File: config.mk
export PLATFORM = sky130hd
export DESIGN_NAME = dsatur_graph_colourability_flat
export DESIGN_NICKNAME = d
export VERILOG_FILES = /design/src/hdl/dgc_pkg.sv /design/src/hdl/dgc_in_if.sv /design/src/hdl/dgc_out_if.sv /design/src/hdl/dgc_dp.sv /design/src/hdl/dgc_ctrl.sv /design/src/hdl/dsatur_graph_colourability.sv /design/src/flat_wrapper.sv
export SDC_FILE = /design/constraint.sdc
export NUM_CORES = 1
export LEC_CHECK = 0
export ABC_AREA = 1
export BUFFER_PORTS_ARGS = -buffer_cell sky130_fd_sc_hd__buf_2
export CAP_MARGIN = 5
export CORE_UTILIZATION = 49
export DETAILED_ROUTE_END_ITERATION = 16
export HOLD_SLACK_MARGIN = 0.15
export PLACE_DENSITY = 0.66
export SYNTH_ARGS = -nofsm -noshare
export SYNTH_HDL_FRONTEND = slang
export SYNTH_SLANG_ARGS = --single-unit
File: constraint.sdc
create_clock -name clk -period 9.01 [get_ports clk]
set_clock_uncertainty 0.15 [all_clocks]
set_input_delay 0.4505 -clock clk [delete_from_list [all_inputs] [get_ports clk]]
set_output_delay 0.4505 -clock clk [all_outputs]
set_load 0.05 [all_outputs]
File: src/hdl/dgc_pkg.sv
// Shared types, codes and a helper function for the DSATUR colourability block.
// No dependencies; dgc_dp, dgc_ctrl and the top level refer to this package.
package dgc_pkg;

    localparam logic [3:0] UNCOLOURED  = 4'hF;
    localparam int         COLOUR_SLOTS = 15;

    localparam logic ACTION_LOAD = 1'b0;
    localparam logic ACTION_TEST = 1'b1;

    localparam int         ADDR_W            = 3;
    localparam logic [2:0] ADDR_VERTEX_COUNT = 3'd0;
    localparam logic [2:0] ADDR_COLOUR_COUNT = 3'd4;

    localparam logic [4:0] VERTEX_COUNT_RST = 5'd9;
    localparam logic [3:0] COLOUR_COUNT_RST = 4'd3;

    typedef struct packed {
        logic ld_row;
        logic init;
        logic scan_clr;
        logic scan_step;
        logic choose;
        logic try_colour;
    } dgc_cmd_t;

    typedef struct packed {
        logic depth_ge_total;
        logic scan_last;
        logic best_valid;
        logic colour_found;
        logic depth_zero;
    } dgc_status_t;

    function automatic logic [4:0] popcount16(input logic [15:0] x);
        logic [4:0] c;
        c = 5'd0;
        for (int i = 0; i < 16; i++) begin
            c = c + 5'(x[i]);
        end
        return c;
    endfunction

endpackage

File: src/hdl/dgc_in_if.sv
// Input channel of the colourability block: valid/ready plus the item fields.
// Depends on nothing.
interface dgc_in_if;
    logic        valid;
    logic        ready;
    logic        action;
    logic [3:0]  row_index;
    logic [15:0] row_bits;
    logic [15:0] vertex_subset;

    modport source (output valid, action, row_index, row_bits, vertex_subset, input ready);
    modport sink   (input valid, action, row_index, row_bits, vertex_subset, output ready);
endinterface

File: src/hdl/dgc_out_if.sv
// Result channel of the colourability block: valid/ready plus the flag.
// Depends on nothing.
interface dgc_out_if;
    logic valid;
    logic ready;
    logic colourable;

    modport source (output valid, colourable, input ready);
    modport sink   (input valid, colourable, output ready);
endinterface

File: src/hdl/dgc_dp.sv
// Datapath: adjacency store, colour array, choice stack, DSATUR scan and colour pick.
// Depends on dgc_pkg; driven by dgc_ctrl through dgc_cmd_t / dgc_status_t.
module dgc_dp #(
    parameter int MAX_VERTICES = 16
) (
    input  logic                 clk,
    input  logic                 rst_n,
    input  dgc_pkg::dgc_cmd_t    cmd,
    output dgc_pkg::dgc_status_t status,
    input  logic [3:0]           row_index,
    input  logic [15:0]          row_bits,
    input  logic [15:0]          vertex_subset,
    input  logic [4:0]           vertex_count,
    input  logic [3:0]           colour_count
);

    localparam int VW = (MAX_VERTICES > 1) ? $clog2(MAX_VERTICES) : 1;
    localparam int DW = $clog2(MAX_VERTICES + 1);

    logic [MAX_VERTICES-1:0] adj_mem [MAX_VERTICES];
    logic [VW-1:0]           stack_mem [MAX_VERTICES];
    logic [3:0]              colour_reg [MAX_VERTICES];

    logic [MAX_VERTICES-1:0] subset_reg;
    logic [DW-1:0]           depth_reg;
    logic [VW-1:0]           idx_reg;
    logic [VW-1:0]           best_v_reg;
    logic [4:0]              top_sat_reg;
    logic [4:0]              top_deg_reg;
    logic                    best_valid_reg;
    logic [VW-1:0]           cur_v_reg;
    logic [3:0]              start_reg;

    logic [4:0]              n_lim;
    logic [MAX_VERTICES-1:0] subset_masked;
    logic [VW-1:0]           rd_v;
    logic [MAX_VERTICES-1:0] rd_row;
    logic [15:0]             forb;
    logic [4:0]              sat;
    logic [4:0]              deg;
    logic [DW-1:0]           depth_m1;
    logic [VW-1:0]           top_v;
    logic [VW-1:0]           cr_addr;
    logic [3:0]              cr;
    logic                    cand;
    logic                    better;
    logic                    found;
    logic [3:0]              pick;

    always_comb
    begin
        n_lim = (vertex_count > 5'(MAX_VERTICES)) ? 5'(MAX_VERTICES) : vertex_count;
        for (int i = 0; i < MAX_VERTICES; i++) begin
            subset_masked[i] = vertex_subset[i] && (5'(i) < n_lim);
        end

        rd_v   = cmd.scan_step ? idx_reg : cur_v_reg;
        rd_row = adj_mem[rd_v];

        // colours already used by neighbours seen through the row of rd_v
        forb = 16'd0;
        for (int w = 0; w < MAX_VERTICES; w++) begin
            if (rd_row[w] && (colour_reg[w] != dgc_pkg::UNCOLOURED)) begin
                forb = forb | (16'd1 << colour_reg[w]);
            end
        end
        sat = dgc_pkg::popcount16(forb);
        deg = dgc_pkg::popcount16(16'(rd_row & subset_reg));

        depth_m1 = depth_reg - DW'(1);
        top_v    = stack_mem[depth_m1[VW-1:0]];
        cr_addr  = cmd.scan_step ? idx_reg : top_v;
        cr       = colour_reg[cr_addr];

        cand   = subset_reg[idx_reg] && (cr == dgc_pkg::UNCOLOURED);
        better = !best_valid_reg || (sat > top_sat_reg)
                 || ((sat == top_sat_reg) && (deg > top_deg_reg));

        // lowest free colour at or above start_reg
        found = 1'b0;
        pick  = 4'd0;
        for (int c = dgc_pkg::COLOUR_SLOTS - 1; c >= 0; c--) begin
            if ((4'(c) >= start_reg) && (4'(c) < colour_count) && !forb[c]) begin
                found = 1'b1;
                pick  = 4'(c);
            end
        end

        status.depth_ge_total = 5'(depth_reg) >= dgc_pkg::popcount16(16'(subset_reg));
        status.scan_last      = idx_reg == VW'(MAX_VERTICES - 1);
        status.best_valid     = best_valid_reg;
        status.colour_found   = found;
        status.depth_zero     = depth_reg == '0;
    end

    always_ff @(posedge clk or negedge rst_n)
    begin
        if (!rst_n) begin
            for (int i = 0; i < MAX_VERTICES; i++) begin
                colour_reg[i] <= dgc_pkg::UNCOLOURED;
            end
            depth_reg      <= '0;
            idx_reg        <= '0;
            best_valid_reg <= 1'b0;
        end else begin
            if (cmd.init) begin
                for (int i = 0; i < MAX_VERTICES; i++) begin
                    colour_reg[i] <= dgc_pkg::UNCOLOURED;
                end
                depth_reg <= '0;
            end
            if (cmd.scan_clr) begin
                idx_reg        <= '0;
                best_valid_reg <= 1'b0;
            end
            if (cmd.scan_step) begin
                if (cand && better) begin
                    best_valid_reg <= 1'b1;
                end
                idx_reg <= idx_reg + VW'(1);
            end
            if (cmd.try_colour) begin
                if (found) begin
                    colour_reg[cur_v_reg] <= pick;
                    depth_reg             <= depth_reg + DW'(1);
                end else if (depth_reg != '0) begin
                    // backtrack: uncolour the previous choice
                    colour_reg[top_v] <= dgc_pkg::UNCOLOURED;
                    depth_reg         <= depth_m1;
                end
            end
        end
    end

    always_ff @(posedge clk)
    begin
        if (cmd.ld_row && (5'(row_index) < 5'(MAX_VERTICES))) begin
            adj_mem[row_index[VW-1:0]] <= row_bits[MAX_VERTICES-1:0];
        end
        if (cmd.init) begin
            subset_reg <= subset_masked;
        end
        if (cmd.scan_step && cand && better) begin
            best_v_reg  <= idx_reg;
            top_sat_reg <= sat;
            top_deg_reg <= deg;
        end
        if (cmd.choose) begin
            cur_v_reg                     <= best_v_reg;
            start_reg                     <= 4'd0;
            stack_mem[depth_reg[VW-1:0]] <= best_v_reg;
        end
        if (cmd.try_colour && !found && (depth_reg != '0)) begin
            cur_v_reg <= top_v;
            start_reg <= cr + 4'd1;
        end
    end

endmodule

File: src/hdl/dgc_ctrl.sv
// Controller: sequences load, DSATUR scan, colour trials and backtracking.
// Depends on dgc_pkg; commands dgc_dp and owns the result register.
module dgc_ctrl (
    input  logic                 clk,
    input  logic                 rst_n,
    input  logic                 in_valid,
    input  logic                 in_action,
    output logic                 in_ready,
    output logic                 out_valid,
    input  logic                 out_ready,
    output logic                 out_colourable,
    output dgc_pkg::dgc_cmd_t    cmd,
    input  dgc_pkg::dgc_status_t status
);

    typedef enum logic [2:0] {
        S_IDLE,
        S_CHECK,
        S_SCAN,
        S_SEL,
        S_TRY,
        S_DONE
    } state_t;

    state_t state_reg;
    logic   out_valid_reg;
    logic   colourable_reg;
    logic   result_reg;

    assign in_ready       = state_reg == S_IDLE;
    assign out_valid      = out_valid_reg;
    assign out_colourable = colourable_reg;

    always_comb
    begin
        cmd.ld_row     = in_ready && in_valid && (in_action == dgc_pkg::ACTION_LOAD);
        cmd.init       = in_ready && in_valid && (in_action == dgc_pkg::ACTION_TEST);
        cmd.scan_clr   = state_reg == S_CHECK;
        cmd.scan_step  = state_reg == S_SCAN;
        cmd.choose     = (state_reg == S_SEL) && status.best_valid;
        cmd.try_colour = state_reg == S_TRY;
    end

    always_ff @(posedge clk or negedge rst_n)
    begin
        if (!rst_n) begin
            state_reg      <= S_IDLE;
            out_valid_reg  <= 1'b0;
            colourable_reg <= 1'b0;
            result_reg     <= 1'b0;
        end else begin
            // S_DONE decides the result register on its own
            if (out_valid_reg && out_ready && (state_reg != S_DONE)) begin
                out_valid_reg <= 1'b0;
            end
            case (state_reg)
                S_IDLE:
                begin
                    if (cmd.init) begin
                        state_reg <= S_CHECK;
                    end
                end
                S_CHECK:
                begin
                    if (status.depth_ge_total) begin
                        result_reg <= 1'b1;
                        state_reg  <= S_DONE;
                    end else begin
                        state_reg <= S_SCAN;
                    end
                end
                S_SCAN:
                begin
                    if (status.scan_last) begin
                        state_reg <= S_SEL;
                    end
                end
                S_SEL:
                begin
                    if (!status.best_valid) begin
                        result_reg <= 1'b1;
                        state_reg  <= S_DONE;
                    end else begin
                        state_reg <= S_TRY;
                    end
                end
                S_TRY:
                begin
                    if (status.colour_found) begin
                        state_reg <= S_CHECK;
                    end else if (status.depth_zero) begin
                        result_reg <= 1'b0;
                        state_reg  <= S_DONE;
                    end
                end
                S_DONE:
                begin
                    // hold until the result register is free
                    if (!out_valid_reg || out_ready) begin
                        out_valid_reg  <= 1'b1;
                        colourable_reg <= result_reg;
                        state_reg      <= S_IDLE;
                    end
                end
                default:
                begin
                    state_reg <= S_IDLE;
                end
            endcase
        end
    end

endmodule

File: src/hdl/dsatur_graph_colourability.sv
// Timing: a load is written at its handshake; a test runs S_CHECK, S_SCAN, S_SEL, S_TRY
// per colouring step, S_TRY per backtrack (data dependent); the vertex scan (one vertex
// a cycle) dominates. Throughput: one test at a time; loads are taken every cycle while idle.
// Reset (rst_n, async low): controller idle, colours uncoloured, vertex_count 9,
// colour_count 3; adjacency rows hold no defined value until written.
module dsatur_graph_colourability #(
    parameter int MAX_VERTICES = 16
) (
    input  logic                         clk,
    input  logic                         rst_n,
    dgc_in_if.sink                       item,
    dgc_out_if.source                    result,
    input  logic                         psel,
    input  logic                         penable,
    input  logic                         pwrite,
    input  logic [dgc_pkg::ADDR_W-1:0]   paddr,
    input  logic [31:0]                  pwdata,
    output logic [31:0]                  prdata,
    output logic                         pready
);

    logic [4:0] vertex_count_reg;
    logic [3:0] colour_count_reg;
    logic       cfg_wr;

    dgc_pkg::dgc_cmd_t    cmd;
    dgc_pkg::dgc_status_t status;

    assign pready = 1'b1;
    assign cfg_wr = psel && penable && pwrite && pready;

    always_ff @(posedge clk or negedge rst_n)
    begin
        if (!rst_n) begin
            vertex_count_reg <= dgc_pkg::VERTEX_COUNT_RST;
            colour_count_reg <= dgc_pkg::COLOUR_COUNT_RST;
        end else if (cfg_wr) begin
            if (paddr == dgc_pkg::ADDR_VERTEX_COUNT) begin
                vertex_count_reg <= pwdata[4:0];
            end
            if (paddr == dgc_pkg::ADDR_COLOUR_COUNT) begin
                colour_count_reg <= pwdata[3:0];
            end
        end
    end

    always_comb
    begin
        case (paddr)
            dgc_pkg::ADDR_VERTEX_COUNT: prdata = 32'(vertex_count_reg);
            dgc_pkg::ADDR_COLOUR_COUNT: prdata = 32'(colour_count_reg);
            default:                    prdata = 32'd0;
        endcase
    end

    dgc_ctrl u_ctrl (
        .clk            (clk),
        .rst_n          (rst_n),
        .in_valid       (item.valid),
        .in_action      (item.action),
        .in_ready       (item.ready),
        .out_valid      (result.valid),
        .out_ready      (result.ready),
        .out_colourable (result.colourable),
        .cmd            (cmd),
        .status         (status)
    );

    dgc_dp #(
        .MAX_VERTICES (MAX_VERTICES)
    ) u_dp (
        .clk           (clk),
        .rst_n         (rst_n),
        .cmd           (cmd),
        .status        (status),
        .row_index     (item.row_index),
        .row_bits      (item.row_bits),
        .vertex_subset (item.vertex_subset),
        .vertex_count  (vertex_count_reg),
        .colour_count  (colour_count_reg)
    );

endmodule

File: src/flat_wrapper.sv
// flat-port wrapper written by rule: the top's interface ports become plain ports
module dsatur_graph_colourability_flat 
#(
    parameter int MAX_VERTICES = 16
)
  (clk, rst_n, psel, penable, pwrite, paddr, pwdata, prdata, pready, item_valid, item_action, item_row_index, item_row_bits, item_vertex_subset, item_ready, result_valid, result_colourable, result_ready);
  dgc_in_if item_i ();
  dgc_out_if result_i ();
  input  logic clk;
  input  logic rst_n;
  input  logic psel;
  input  logic penable;
  input  logic pwrite;
  input  logic [dgc_pkg::ADDR_W-1:0] paddr;
  input  logic [31:0] pwdata;
  output logic [31:0] prdata;
  output logic pready;
  input wire logic [$bits(item_i.valid)-1:0] item_valid;
  input wire logic [$bits(item_i.action)-1:0] item_action;
  input wire logic [$bits(item_i.row_index)-1:0] item_row_index;
  input wire logic [$bits(item_i.row_bits)-1:0] item_row_bits;
  input wire logic [$bits(item_i.vertex_subset)-1:0] item_vertex_subset;
  output wire logic [$bits(item_i.ready)-1:0] item_ready;
  output wire logic [$bits(result_i.valid)-1:0] result_valid;
  output wire logic [$bits(result_i.colourable)-1:0] result_colourable;
  input wire logic [$bits(result_i.ready)-1:0] result_ready;
  assign item_i.valid = item_valid;
  assign item_i.action = item_action;
  assign item_i.row_index = item_row_index;
  assign item_i.row_bits = item_row_bits;
  assign item_i.vertex_subset = item_vertex_subset;
  assign item_ready = item_i.ready;
  assign result_valid = result_i.valid;
  assign result_colourable = result_i.colourable;
  assign result_i.ready = result_ready;
  dsatur_graph_colourability #(.MAX_VERTICES(MAX_VERTICES)) u_core (.clk(clk), .rst_n(rst_n), .item(item_i), .result(result_i), .psel(psel), .penable(penable), .pwrite(pwrite), .paddr(paddr), .pwdata(pwdata), .prdata(prdata), .pready(pready));
endmodule
==> metrics <==
outcome=completed; count leader, synth=nand2_1; Synth area leaders=edfxtp_1 42%, nand3_1 9.5%, nand2_1 8.5%; Mapped Avg Cell Area=a little under 9 sq um; vias in the first global route=around 21000; core area=slightly above 0.05 sq mm; Site Rows=83; layout cells sized above 1=0.1110; die outline area=between 0.05 and 0.06 sq mm; Max Fclk=~120 MHz; slowest CP cell=a211oi_1; Final Hold Fails=0; DR iter-0 viols=approximately 2700; Cells after Synth=about 3000; worst-skew pair later-pin latency=roughly 630 ps; top-area cell type share of the netlist area=0.4189; Data arrival, critical path=a little under 9000 ps; crit share post-route=0.9552; P_int=approximately 0.0065 W; H-tree depth=2; synth unique cells=between 60 and 70; Post-synth EDFFs=around 360; Clock power frac=0.164; nets@finish=3170; Power Total=roughly 0.013 W; clock-pin slew on the worst setup and hold paths=around 60 ps; FFs w/ async S/R, synth=0.1991; Setup-failing EPs final=0; DR pass1 iterations=7; pwr dens=~460 mW/mm^2; Vias=around 23000; number of remaining DRC errors=0; Synth Register Bits=approximately 450; Routed Antenna Nets=0; ant diodes=0; antenna violations before repair=1; synth warn=0; Worst-Margin Slew=about 1200 ps; IO buf count=between 50 and 60; hpwl dp=roughly 66000 microns; Commonest cells post-synth=581 x nand2_1, 488 x nand3_1, 358 x edfxtp_1, 326 x nor2_1, 237 x inv_1; Min Hold Slack=215.3 ps; P_leak=roughly 11 nW; switching portion of total power=0.5054; Logic pwr share=0.604; R2R Setup Slk=between 400 and 500 ps; Crit Path Class=flip-flop to flip-flop; Slew Limit Fails=0; WP data required=9170 ps; Worst setup SP type=flip-flop; CP max FO=42; largest net degree at the start of global routing=87; area grow syn2layout=11.88%; Post-Route WL=91860 microns; clock sink count=roughly 450; Flop pwr share=0.233; RSZ-0062 raised after global routing=false; Starting Density=0.4983; Hold Crit Class=input port to flip-flop; Final Critical Period=approximately 8600 ps; detailed-route wire length per cell=roughly 25 microns; dominant synthesized flop cell=edfxtp_1; clk root buf=clkbuf_16; first-pass GRT wire length=roughly 130000 microns; fin cells=approximately 3700; Vias/cell=6.087; setup_tns=0 ps; sequential share of the synthesized area=0.5090; switching power of the nets=~0.0066 W; Crit path top cell by count=fa_1; Die H=~230 microns; cell taking the most area after synthesis=edfxtp_1; Max-Cap Viols=0; Post-Syn Area=approximately 0.026 sq mm; CP max stage delay=~610 ps; GPL Wtd Cong=1.052; Chip Width=~230 microns; peak supply drop=between 0.0004 and 0.0005 V; clk buf depth=3; Setup Fix Bufs, Post-CTS=0; Fillers=between 4000 and 5000; CTS tree=done; gr ovfl total=0; CTS Buf Count=49; Worst setup EP type=flip-flop; Placed Cells=3612; max reg flops=256; Rel. slew slack=0.1811; Top Ports=115; total track usage=0.3417
power by group through the flow:
| stage | clock network [W] | logic, W | registers [W] |
|---|---|---|---|
| after detailed placement | 0 | 0.00773 | 0.00306 |
| after CTS | 0.00216 | 0.00779 | 0.00302 |
| after global routing | 0.00223 | 0.00876 | 0.00306 |
| final | 0.00214 | 0.00790 | 0.00305 |
| after floorplan | 0 | 0.00530 | 0.00287 |
| after global placement | 0 | 0.00756 | 0.00306 |
cell families (layout without fill, tap and decap cells):
kind of cell | count (synthesis) | after routing | synth area share
xor gates and xnor gates | 14 | 14 | 0.004778
buffers and inverters | 417 | 511 | 0.07381
adders and majority gates | 66 | 66 | 0.04095
DFF | 447 | 447 | 0.5090
AOI/OAI and AO/OA | 369 | 369 | 0.08658
other | 2 | 29 | 0.0002926
and+or+nand+nor | 1612 | 1612 | 0.2787
muxes | 15 | 15 | 0.005899
critical path: cells and delay by family (launching register included):
| kind | cells | cell delay, ps |
|---|---|---|
| AND/OR/NAND/NOR | 14 | 2530 |
| AO/OA/AOI/OAI | 6 | 1350 |
| adder cells (fa/ha/maj) | 7 | 2960 |
| buffers and inverters | 6 | 870 |
| flip-flops | 1 | 440 |
stage by stage:
stage	setup slack [ps]	cell area, sq um	utilization
after global routing	55.33	28710	0.5574
after global placement	634.9	26590	0.5161
after CTS	459.3	28710	0.5574
after floorplan	1954	25770	-
after detailed placement	564.5	26590	0.5161
final	403.3	28710	0.5574
placed cells by master (no fill, tap or decap), types with 16 or more instances in the layout:
cell           netlist  final
nor3_1              87     87
nor2_1             326    310
clkbuf_16            0     49
nor2_2               8     24
ha_1                36     36
nand3_1            488    486
clkinv_1            11     16
a21oi_1             68     68
nand4_1             72     72
dfrtp_1             21     21
buf_4               32     48
conb_1               2     29
o21ai_1             47     47
fa_1                30     30
nor4_1              16     16
dlygate4sd3_1        0     42
inv_2               19     19
inv_1              237    237
buf_2               45     58
o211ai_1            32     32
nand2_2             16     17
nand2_1            581    580
edfxtp_1           358    358
o21ai_0            128    127
dfstp_2             68     68
o221ai_1            20     20
metal layers:
layer	GRT usage	share of wire	vias up	wire [microns]
met5	0	0.00014	-	13
met4	0.1492	0.045	2	4126
met3	0.05250	0.083	194	7588
met2	0.5378	0.46	1129	42320
met1	0.4681	0.41	11120	37810
li1	-	-	10340	-
path summary, 6_finish.rpt:
check | endpoint | start | cells after the start
max in group asynchronous | u_core.colour_count_reg[3]$_DFFE_PN0P_ | rst_n | 3
hold / removal | u_core.vertex_count_reg[0]$_DFFE_PN1P_ | pwrite | 5
setup reg to reg | u_core.u_dp.top_sat_reg[3]$_DFFE_PP_ | u_core.u_ctrl.state_reg[0]$_DFFE_PN0P_ | 33
min in group asynchronous | u_core.u_dp.colour_reg[26]$_DFF_PN1_ | rst_n | 2
hold reg to reg | u_core.u_ctrl.result_reg$_DFFE_PN0P_ | u_core.u_ctrl.result_reg$_DFFE_PN0P_ | 2
setup / recovery | u_core.u_dp.top_sat_reg[3]$_DFFE_PP_ | u_core.u_ctrl.state_reg[0]$_DFFE_PN0P_ | 33
timing repair:
item	in CTS	in global routing
endpoints found under the setup margin	0	3
hold buffers	42	0
endpoints found under the hold margin	317	0
resized for setup	0	1
final cells by class:
| type | count | area, sq um | share of cell area |
|---|---|---|---|
| Clock inverter | 30 | 420.4 | 0.01464 |
| Inverter | 268 | 1008 | 0.03512 |
| Clock buffer | 59 | 1284 | 0.04471 |
| Sequential cell | 447 | 13060 | 0.4549 |
| Tap cell | 680 | 850.8 | 0.02963 |
| Timing Repair Buffer | 154 | 1191 | 0.04149 |
| Multi-Input combinational cell | 2105 | 10900 | 0.3795 |
Power figures use the tool's default switching activity.
